<file path="src/hw/rtl/tmcw_pkg.sv">
// shared types and constants for the text mode console writer
`default_nettype none

package tmcw_pkg;

    localparam int KIND_W    = 3;
    localparam int CHAR_W    = 8;
    localparam int COL_F_W   = 7;
    localparam int ROW_F_W   = 5;
    localparam int IDX_F_W   = 11;
    localparam int CELL_W    = 16;
    localparam int CCMP_W    = 9;
    localparam int RCMP_W    = 8;

    localparam logic [KIND_W-1:0] KIND_WRITE = 3'd0;
    localparam logic [KIND_W-1:0] KIND_PUT   = 3'd1;
    localparam logic [KIND_W-1:0] KIND_BACK  = 3'd2;
    localparam logic [KIND_W-1:0] KIND_CLEAR = 3'd3;
    localparam logic [KIND_W-1:0] KIND_READ  = 3'd4;

    localparam logic [CHAR_W-1:0] NEWLINE_CODE = 8'h0A;
    localparam logic [CHAR_W-1:0] SPACE_CODE   = 8'h20;
    localparam logic [CHAR_W-1:0] RESET_COLOR  = 8'h05;

    typedef enum logic [2:0] {
        ST_FILL,
        ST_IDLE,
        ST_READ,
        ST_COPY,
        ST_BLANK
    } tmcw_state_t;

endpackage

`default_nettype wire

</file>
<file path="src/hw/rtl/tmcw_ctrl.sv">
// command sequencer: cursor, cell updates, scroll copy and fill sweeps
`default_nettype none

module tmcw_ctrl #(
    parameter int COLUMNS = 80,
    parameter int ROWS    = 25,
    parameter int CELLS   = COLUMNS * ROWS,
    parameter int ADDR_W  = $clog2(CELLS),
    parameter int COL_W   = $clog2(COLUMNS),
    parameter int ROW_W   = $clog2(ROWS)
) (
    input  wire logic                          clk,
    input  wire logic                          rst_n,
    input  wire logic                          start,
    input  wire logic [tmcw_pkg::KIND_W-1:0]   kind,
    input  wire logic [tmcw_pkg::CHAR_W-1:0]   char_code,
    input  wire logic [tmcw_pkg::CHAR_W-1:0]   attr,
    input  wire logic [tmcw_pkg::COL_F_W-1:0]  col,
    input  wire logic [tmcw_pkg::ROW_F_W-1:0]  row,
    input  wire logic [tmcw_pkg::CHAR_W-1:0]   text_color,
    output logic                               busy,
    output logic                               done,
    output logic      [COL_W-1:0]              cur_col,
    output logic      [ROW_W-1:0]              cur_row,
    output logic      [ADDR_W-1:0]             cur_idx,
    output logic      [tmcw_pkg::CELL_W-1:0]   cell_value,
    output logic                               mem_we,
    output logic      [ADDR_W-1:0]             mem_waddr,
    output logic      [tmcw_pkg::CELL_W-1:0]   mem_wdata,
    output logic      [ADDR_W-1:0]             mem_raddr,
    input  wire logic [tmcw_pkg::CELL_W-1:0]   mem_rdata
);

    localparam logic [ADDR_W-1:0] COLS_A      = ADDR_W'(COLUMNS);
    localparam logic [ADDR_W-1:0] LAST_CELL   = ADDR_W'(CELLS - 1);
    localparam logic [ADDR_W-1:0] SCROLL_BASE = ADDR_W'(CELLS - COLUMNS);
    localparam logic [COL_W-1:0]  LAST_COL    = COL_W'(COLUMNS - 1);
    localparam logic [ROW_W-1:0]  LAST_ROW    = ROW_W'(ROWS - 1);
    localparam logic [tmcw_pkg::CCMP_W-1:0] COLS_C = tmcw_pkg::CCMP_W'(COLUMNS);
    localparam logic [tmcw_pkg::RCMP_W-1:0] ROWS_C = tmcw_pkg::RCMP_W'(ROWS);

    tmcw_pkg::tmcw_state_t state_reg, state_next;

    logic [COL_W-1:0]                col_reg, col_next;
    logic [ROW_W-1:0]                row_reg, row_next;
    logic [ADDR_W-1:0]               sweep_reg, sweep_next;
    logic                            pend_v_reg, pend_v_next;
    logic [ADDR_W-1:0]               pend_addr_reg, pend_addr_next;
    logic                            done_reg, done_next;
    logic [tmcw_pkg::CELL_W-1:0]     cell_reg, cell_next;
    logic                            report_reg, report_next;
    logic [tmcw_pkg::CHAR_W-1:0]     fill_color_reg, fill_color_next;

    logic [ADDR_W-1:0]               idx;
    logic [ADDR_W-1:0]               in_addr;
    logic                            in_range;
    logic                            new_row;
    logic [tmcw_pkg::CCMP_W-1:0]     cc, cs;
    logic [tmcw_pkg::RCMP_W-1:0]     rc, rs;

    assign idx     = ADDR_W'(row_reg) * COLS_A + ADDR_W'(col_reg);
    assign in_addr = ADDR_W'(row) * COLS_A + ADDR_W'(col);
    assign cc      = tmcw_pkg::CCMP_W'(col_reg);
    assign cs      = tmcw_pkg::CCMP_W'(col);
    assign rc      = tmcw_pkg::RCMP_W'(row_reg);
    assign rs      = tmcw_pkg::RCMP_W'(row);
    assign in_range = (cs < COLS_C) && (rs < ROWS_C);

    always_ff @(posedge clk or negedge rst_n)
    begin
        if (!rst_n)
        begin
            state_reg      <= tmcw_pkg::ST_FILL;
            col_reg        <= '0;
            row_reg        <= '0;
            sweep_reg      <= '0;
            pend_v_reg     <= 1'b0;
            done_reg       <= 1'b0;
            report_reg     <= 1'b0;
            fill_color_reg <= tmcw_pkg::RESET_COLOR;
        end
        else
        begin
            state_reg      <= state_next;
            col_reg        <= col_next;
            row_reg        <= row_next;
            sweep_reg      <= sweep_next;
            pend_v_reg     <= pend_v_next;
            done_reg       <= done_next;
            report_reg     <= report_next;
            fill_color_reg <= fill_color_next;
        end
    end

    always_ff @(posedge clk)
    begin
        pend_addr_reg <= pend_addr_next;
        cell_reg      <= cell_next;
    end

    always_comb
    begin
        state_next      = state_reg;
        col_next        = col_reg;
        row_next        = row_reg;
        sweep_next      = sweep_reg;
        pend_v_next     = 1'b0;
        pend_addr_next  = pend_addr_reg;
        done_next       = 1'b0;
        cell_next       = cell_reg;
        report_next     = report_reg;
        fill_color_next = fill_color_reg;
        new_row         = 1'b0;
        mem_we          = pend_v_reg;
        mem_waddr       = pend_addr_reg;
        mem_wdata       = mem_rdata;
        mem_raddr       = sweep_reg;

        unique case (state_reg)
            tmcw_pkg::ST_FILL:
            begin
                mem_we    = 1'b1;
                mem_waddr = sweep_reg;
                mem_wdata = {fill_color_reg, tmcw_pkg::SPACE_CODE};
                if (sweep_reg == LAST_CELL)
                begin
                    state_next  = tmcw_pkg::ST_IDLE;
                    done_next   = report_reg;
                    cell_next   = '0;
                    report_next = 1'b0;
                end
                else
                begin
                    sweep_next = sweep_reg + 1'b1;
                end
            end

            tmcw_pkg::ST_IDLE:
            begin
                mem_raddr = in_addr;
                if (start)
                begin
                    done_next = 1'b1;
                    cell_next = '0;
                    unique case (kind)
                        tmcw_pkg::KIND_WRITE:
                        begin
                            if (char_code == tmcw_pkg::NEWLINE_CODE)
                            begin
                                new_row = 1'b1;
                            end
                            else
                            begin
                                mem_we    = 1'b1;
                                mem_waddr = idx;
                                mem_wdata = {text_color, char_code};
                                if (col_reg == LAST_COL)
                                begin
                                    new_row = 1'b1;
                                end
                                else
                                begin
                                    col_next = col_reg + 1'b1;
                                end
                            end
                            if (new_row)
                            begin
                                col_next = '0;
                                if (row_reg == LAST_ROW)
                                begin
                                    done_next  = 1'b0;
                                    state_next = tmcw_pkg::ST_COPY;
                                    sweep_next = COLS_A;
                                end
                                else
                                begin
                                    row_next = row_reg + 1'b1;
                                end
                            end
                        end

                        tmcw_pkg::KIND_PUT:
                        begin
                            if (in_range)
                            begin
                                mem_we    = 1'b1;
                                mem_waddr = in_addr;
                                mem_wdata = {attr, char_code};
                            end
                        end

                        tmcw_pkg::KIND_BACK:
                        begin
                            priority if (rc < rs)
                            begin
                                col_next = col_reg;
                            end
                            else if ((rc == rs) && (cc <= cs))
                            begin
                                col_next = col_reg;
                            end
                            else if (col_reg != '0)
                            begin
                                col_next  = col_reg - 1'b1;
                                mem_we    = 1'b1;
                                mem_waddr = idx - 1'b1;
                                mem_wdata = {text_color, tmcw_pkg::SPACE_CODE};
                            end
                            else if ((row_reg == '0) || (rc <= rs))
                            begin
                                col_next = col_reg;
                            end
                            else
                            begin
                                row_next  = row_reg - 1'b1;
                                col_next  = LAST_COL;
                                mem_we    = 1'b1;
                                mem_waddr = idx - 1'b1;
                                mem_wdata = {text_color, tmcw_pkg::SPACE_CODE};
                            end
                        end

                        tmcw_pkg::KIND_CLEAR:
                        begin
                            done_next       = 1'b0;
                            col_next        = '0;
                            row_next        = '0;
                            sweep_next      = '0;
                            report_next     = 1'b1;
                            fill_color_next = text_color;
                            state_next      = tmcw_pkg::ST_FILL;
                        end

                        tmcw_pkg::KIND_READ:
                        begin
                            if (in_range)
                            begin
                                done_next  = 1'b0;
                                state_next = tmcw_pkg::ST_READ;
                            end
                        end

                        default:
                        begin
                            done_next = 1'b1;
                        end
                    endcase
                end
            end

            tmcw_pkg::ST_READ:
            begin
                done_next  = 1'b1;
                cell_next  = mem_rdata;
                state_next = tmcw_pkg::ST_IDLE;
            end

            tmcw_pkg::ST_COPY:
            begin
                mem_raddr      = sweep_reg;
                pend_v_next    = 1'b1;
                pend_addr_next = sweep_reg - COLS_A;
                if (sweep_reg == LAST_CELL)
                begin
                    state_next = tmcw_pkg::ST_BLANK;
                    sweep_next = SCROLL_BASE;
                end
                else
                begin
                    sweep_next = sweep_reg + 1'b1;
                end
            end

            tmcw_pkg::ST_BLANK:
            begin
                if (!pend_v_reg)
                begin
                    mem_we    = 1'b1;
                    mem_waddr = sweep_reg;
                    mem_wdata = {text_color, tmcw_pkg::SPACE_CODE};
                    if (sweep_reg == LAST_CELL)
                    begin
                        state_next = tmcw_pkg::ST_IDLE;
                        done_next  = 1'b1;
                        cell_next  = '0;
                    end
                    else
                    begin
                        sweep_next = sweep_reg + 1'b1;
                    end
                end
            end

            default:
            begin
                state_next = tmcw_pkg::ST_IDLE;
            end
        endcase
    end

    assign busy       = (state_reg != tmcw_pkg::ST_IDLE);
    assign done       = done_reg;
    assign cur_col    = col_reg;
    assign cur_row    = row_reg;
    assign cur_idx    = idx;
    assign cell_value = cell_reg;

endmodule

`default_nettype wire

</file>
<file path="config.mk">
export PLATFORM = sky130hd
export DESIGN_NAME = tmcw_ctrl
export DESIGN_NICKNAME = d
export VERILOG_FILES = /design/src/hw/rtl/tmcw_pkg.sv /design/src/hw/rtl/tmcw_ctrl.sv
export SDC_FILE = /design/constraint.sdc
export NUM_CORES = 1
export LEC_CHECK = 0
export BUFFER_PORTS_ARGS = -buffer_cell sky130_fd_sc_hd__buf_2
export CORE_MARGIN = 4
export CORE_UTILIZATION = 55
export CTS_CLUSTER_SIZE = 28
export DETAILED_ROUTE_END_ITERATION = 16
export HOLD_SLACK_MARGIN = 0.08
export PLACE_DENSITY = 0.82
export SETUP_SLACK_MARGIN = 0.2
export SLEW_MARGIN = 0
export SYNTH_ARGS = -nofsm -noshare
export SYNTH_HDL_FRONTEND = slang
export SYNTH_SLANG_ARGS = --single-unit
</file>
<file path="constraint.sdc">
create_clock -name clk -period 6.6 [get_ports clk]
set_clock_uncertainty 0.05 [all_clocks]
set_input_delay 1.32 -clock clk [delete_from_list [all_inputs] [get_ports clk]]
set_output_delay 1.32 -clock clk [all_outputs]
set_load 0.005 [all_outputs]
</file>
==> results by group <==
Clock network
  – CTS root buffer: clkbuf_8
  – TritonCTS clock tree: built
  – Max Buffers Root-to-Sink: 2
  – Post-CTS Hold Buffers: 0
  – CTS sink cnt: 64
  – Clock-pin slew on the worst setup and hold paths: approximately 0.07 ns
  – Post-cts sizing count: 0
  – Worst skew pair latency: about 0.36 ns
  – Cts bufs inserted: 9
  – Post-CTS Setup Inserts: 0
  – H-tree Lvls: 3

Setup path
  – R2R cell count: 8
  – R2r setup slk: about 3.3 ns
  – Worst-path fanout max: 5
  – CP arrival: 3.94 ns
  – CP required: 5.23 ns
  – Worst setup EP type: output port
  – CP startpoint kind: input pin
  – Reg2Reg Capture Point: cur_row[4]$_DFFE_PN0P_
  – Crit path to: mem_waddr[10]
  – Crit. Startpoint: row[1]
  – CP Class: input pin to output port
  – Reg-to-reg critical path startpoint: state_reg[1]$_DFFE_PN0P_

Global routing
  – Total Routing Usage GR: 0.316
  – Initial antenna violation count: 1
  – First-pass GRT wire length: between 20 and 30 mm
  – Vias in the first global route: roughly 5800
  – Gr ovfl total: 0
  – Largest net degree at the start of global routing: 38

Synthesis
  – Post-synth net total: between 700 and 800
  – Post-synthesis average cell area: 8.37 sq um
  – Share of Yosys cell area claimed by the top area cell type: 0.152
  – Ys async rst share: 0.578
  – EDFF count, synth: 27
  – Area leader, netlist: dfrtp_1
  – Yosys reg bits: between 60 and 70
  – Sequential share of the synthesized area: 0.302
  – Synth Warn #: 0
  – Post-synth top flop: dfrtp_1
  – Synth unique cells: 76
  – Synth top area cells: dfrtp_1 (15%), edfxtp_1 (14%), ha_1 (8.5%), nand2_1 (5.8%), a21oi_1 (5.0%)
  – Area of the mapped netlist: approximately 5800 sq um
  – Synthesized instance count: 688

Power and ir drop
  – Static leakage: ~3.1 nW
  – Logic pwr share: 0.591
  – Internal: roughly 1.4 mW
  – P per Cell Area: approximately 410 nW/um^2
  – Net Sw Frac: 0.485
  – VDD IR-drop max: about 0.21 mV
  – Clock power share: 0.119
  – Net switching power: ~1.3 mW
  – Sequential share of power: 0.289

Place
  – Pre-CTS setup slack: 1.29 ns
  – Cell count after placement: 924
  – HPWL Detailed: about 15 mm
  – Post-DP Area: about 6400 sq um
  – PortBufs: between 100 and 150
  – Routability cong.: 0.919

Routing
  – Total number of vias: approximately 6000
  – Initial DRC count: 614
  – Pre-antenna DRT Iters: 6
  – Wirelength per Cell: 20.3 um
  – Metal-1 WL: 7.71 mm
  – Routed vias/inst: 6.51
  – Routed WL: 19.1 mm
  – ANT nets after route: 0
  – Max Used Layer: met4
  – Routed length on met2: 8.97 mm
  – Residual DRC: 0
  – Met3 WL: between 2 and 2.5 mm

Status
  – Outcome: completed

Timing
  – Final setup margin: 1.29 ns
  – Min cycle time layout: roughly 5.3 ns
  – Hold Vio Cnt, Final: 0
  – Setup TNS: 0 ns
  – Hold_ws: roughly 0.46 ns
  – Number of setup violations in the final report: 0
  – Max Freq: ~190 MHz
  – RSZ-0062 raised after global routing: no
  – Slew HR: 0.219
  – Worst slew pin tran: ~1.2 ns
  – Fin. max-slew vios: 0
  – Final critical-path share of the clock period: 0.804

Die
  – Die area: 12200 sq um
  – IO Pins: between 100 and 150
  – Starting Density: 0.560
  – Height of the die: roughly 110 um
  – Core Area: ~10000 sq um
  – Site row count: 37
  – Die width: approximately 110 um

Layout
  – Share of post-route cells with drive strength above 1: 0.233
  – Sequential cell area: about 1700 sq um
  – Number of fill cells: 937
  – Number of flip-flops in the largest register: 16
  – Syn-to-layout area delta: 15.1%
  – Fin nets: ~900
  – Area of the multi-input gates: between 3000 and 4000 sq um
  – Layout Cells excl Fill: approximately 940
  – Final instance area: ~6600 sq um

Flow run
  – Max Cap Violations: 0

Hold path
  – Worst hold path type: flop to flop
-- metal layers --
| metal | track usage | up-vias |
|---|---|---|
| li1 | - | 2797 |
| met1 | 0.429 | 2913 |
| met2 | 0.510 | 372 |
| met3 | 0.0547 | 44 |
| met4 | 0.111 | 0 |
| met5 | 0 | - |
-- final cells by class --
type / instances / share of cell area
Sequential cell: 64 / 0.262
Timing Repair Buffer: 141 / 0.108
Tap cell: 136 / 0.0257
Antenna cell: 1 / 0.000378
Inverter: 32 / 0.0181
Multi-Input combinational cell: 551 / 0.558
Clock buffer: 10 / 0.0208
Clock inverter: 6 / 0.00642
-- cell usage after synthesis (all sizes together), types with 18 or more instances --
| master | instances |
|---|---|
| nand3 | 27 |
| clkbuf | 24 |
| a21oi | 57 |
| o21ai | 54 |
| nand2 | 90 |
| edfxtp | 27 |
| o31ai | 18 |
| dfrtp | 35 |
| inv | 31 |
| nor2 | 35 |
| and3 | 23 |
| ha | 39 |
-- power groups by stage --
stage | Combinational [mW] | Sequential, mW | Clock (mW)
finish | 1.59 | 0.778 | 0.321
global route | 1.76 | 0.802 | 0.344
CTS | 1.58 | 0.772 | 0.323
detailed placement | 1.57 | 0.780 | 0
global placement | 1.54 | 0.771 | 0
floorplan | 1.08 | 0.696 | 0
-- layout by cell type (no fill, tap or decap), types with 5 or more instances in the layout --
master    netlist  final
a21o_1         16     16
a21oi_1        57     57
clkbuf_8        0     10
xor2_1         13     13
dfrtp_1        35     35
nor3_1         15     15
a211oi_1        8      8
inv_1          30     30
nand2b_1        5      5
a31oi_1         9      9
mux2_2          9      9
edfxtp_1       27     27
xnor2_1        14     14
nand2_1        89     89
a221o_1         6      6
and3_1         23     23
nand4_1         5      5
nand3_1        26     26
a221oi_1        6      6
nor2_1         34     34
o22ai_1         9      9
a22oi_1        11     11
and2_1          8      8
buf_2           8    137
fa_1            5      5
ha_1           39     39
o31ai_1        17     17
o21ai_0        52     51
-- worst max-delay path: stages --
cell      delay [ns]
buf_2           0.13
ha_1            0.30
ha_1            0.23
fa_1            0.38
xor2_1          0.26
nand4_1         0.14
xor2_1          0.17
xnor2_1         0.16
a222oi_1        0.48
o221ai_1        0.21
buf_2           0.16
-- through the flow --
stage               utilization  total power [mW]
floorplan                     -              1.77
global placement          0.627              2.31
detailed placement        0.627              2.35
CTS                       0.645              2.67
global route              0.645              2.91
finish                    0.645              2.69
-- logic make-up after synthesis --
group / synth area share
buffers and inverters: 0.0561
adder cells (fa/ha/maj): 0.102
AO/OA/AOI/OAI: 0.283
XOR/XNOR: 0.0411
flip-flops: 0.302
multiplexers: 0.0211
AND/OR/NAND/NOR: 0.195
-- how the worst min path moves through the flow --
| stage | start | end | slack (ns) | cells past startpoint |
|---|---|---|---|---|
| global route | fill_color_reg[4]$_DFFE_PN0P_ | fill_color_reg[4]$_DFFE_PN0P_ | 0.49 | 1 |
| CTS | fill_color_reg[5]$_DFFE_PN0P_ | fill_color_reg[5]$_DFFE_PN0P_ | 0.46 | 1 |
| finish | fill_color_reg[5]$_DFFE_PN0P_ | fill_color_reg[5]$_DFFE_PN0P_ | 0.46 | 1 |
| detailed placement | fill_color_reg[5]$_DFFE_PN0P_ | fill_color_reg[5]$_DFFE_PN0P_ | 0.44 | 1 |
| global placement | fill_color_reg[7]$_DFFE_PN0P_ | fill_color_reg[7]$_DFFE_PN0P_ | 0.44 | 1 |
| floorplan | fill_color_reg[1]$_DFFE_PN0P_ | fill_color_reg[1]$_DFFE_PN0P_ | 0.43 | 1 |
Power figures use the tool's default switching activity.
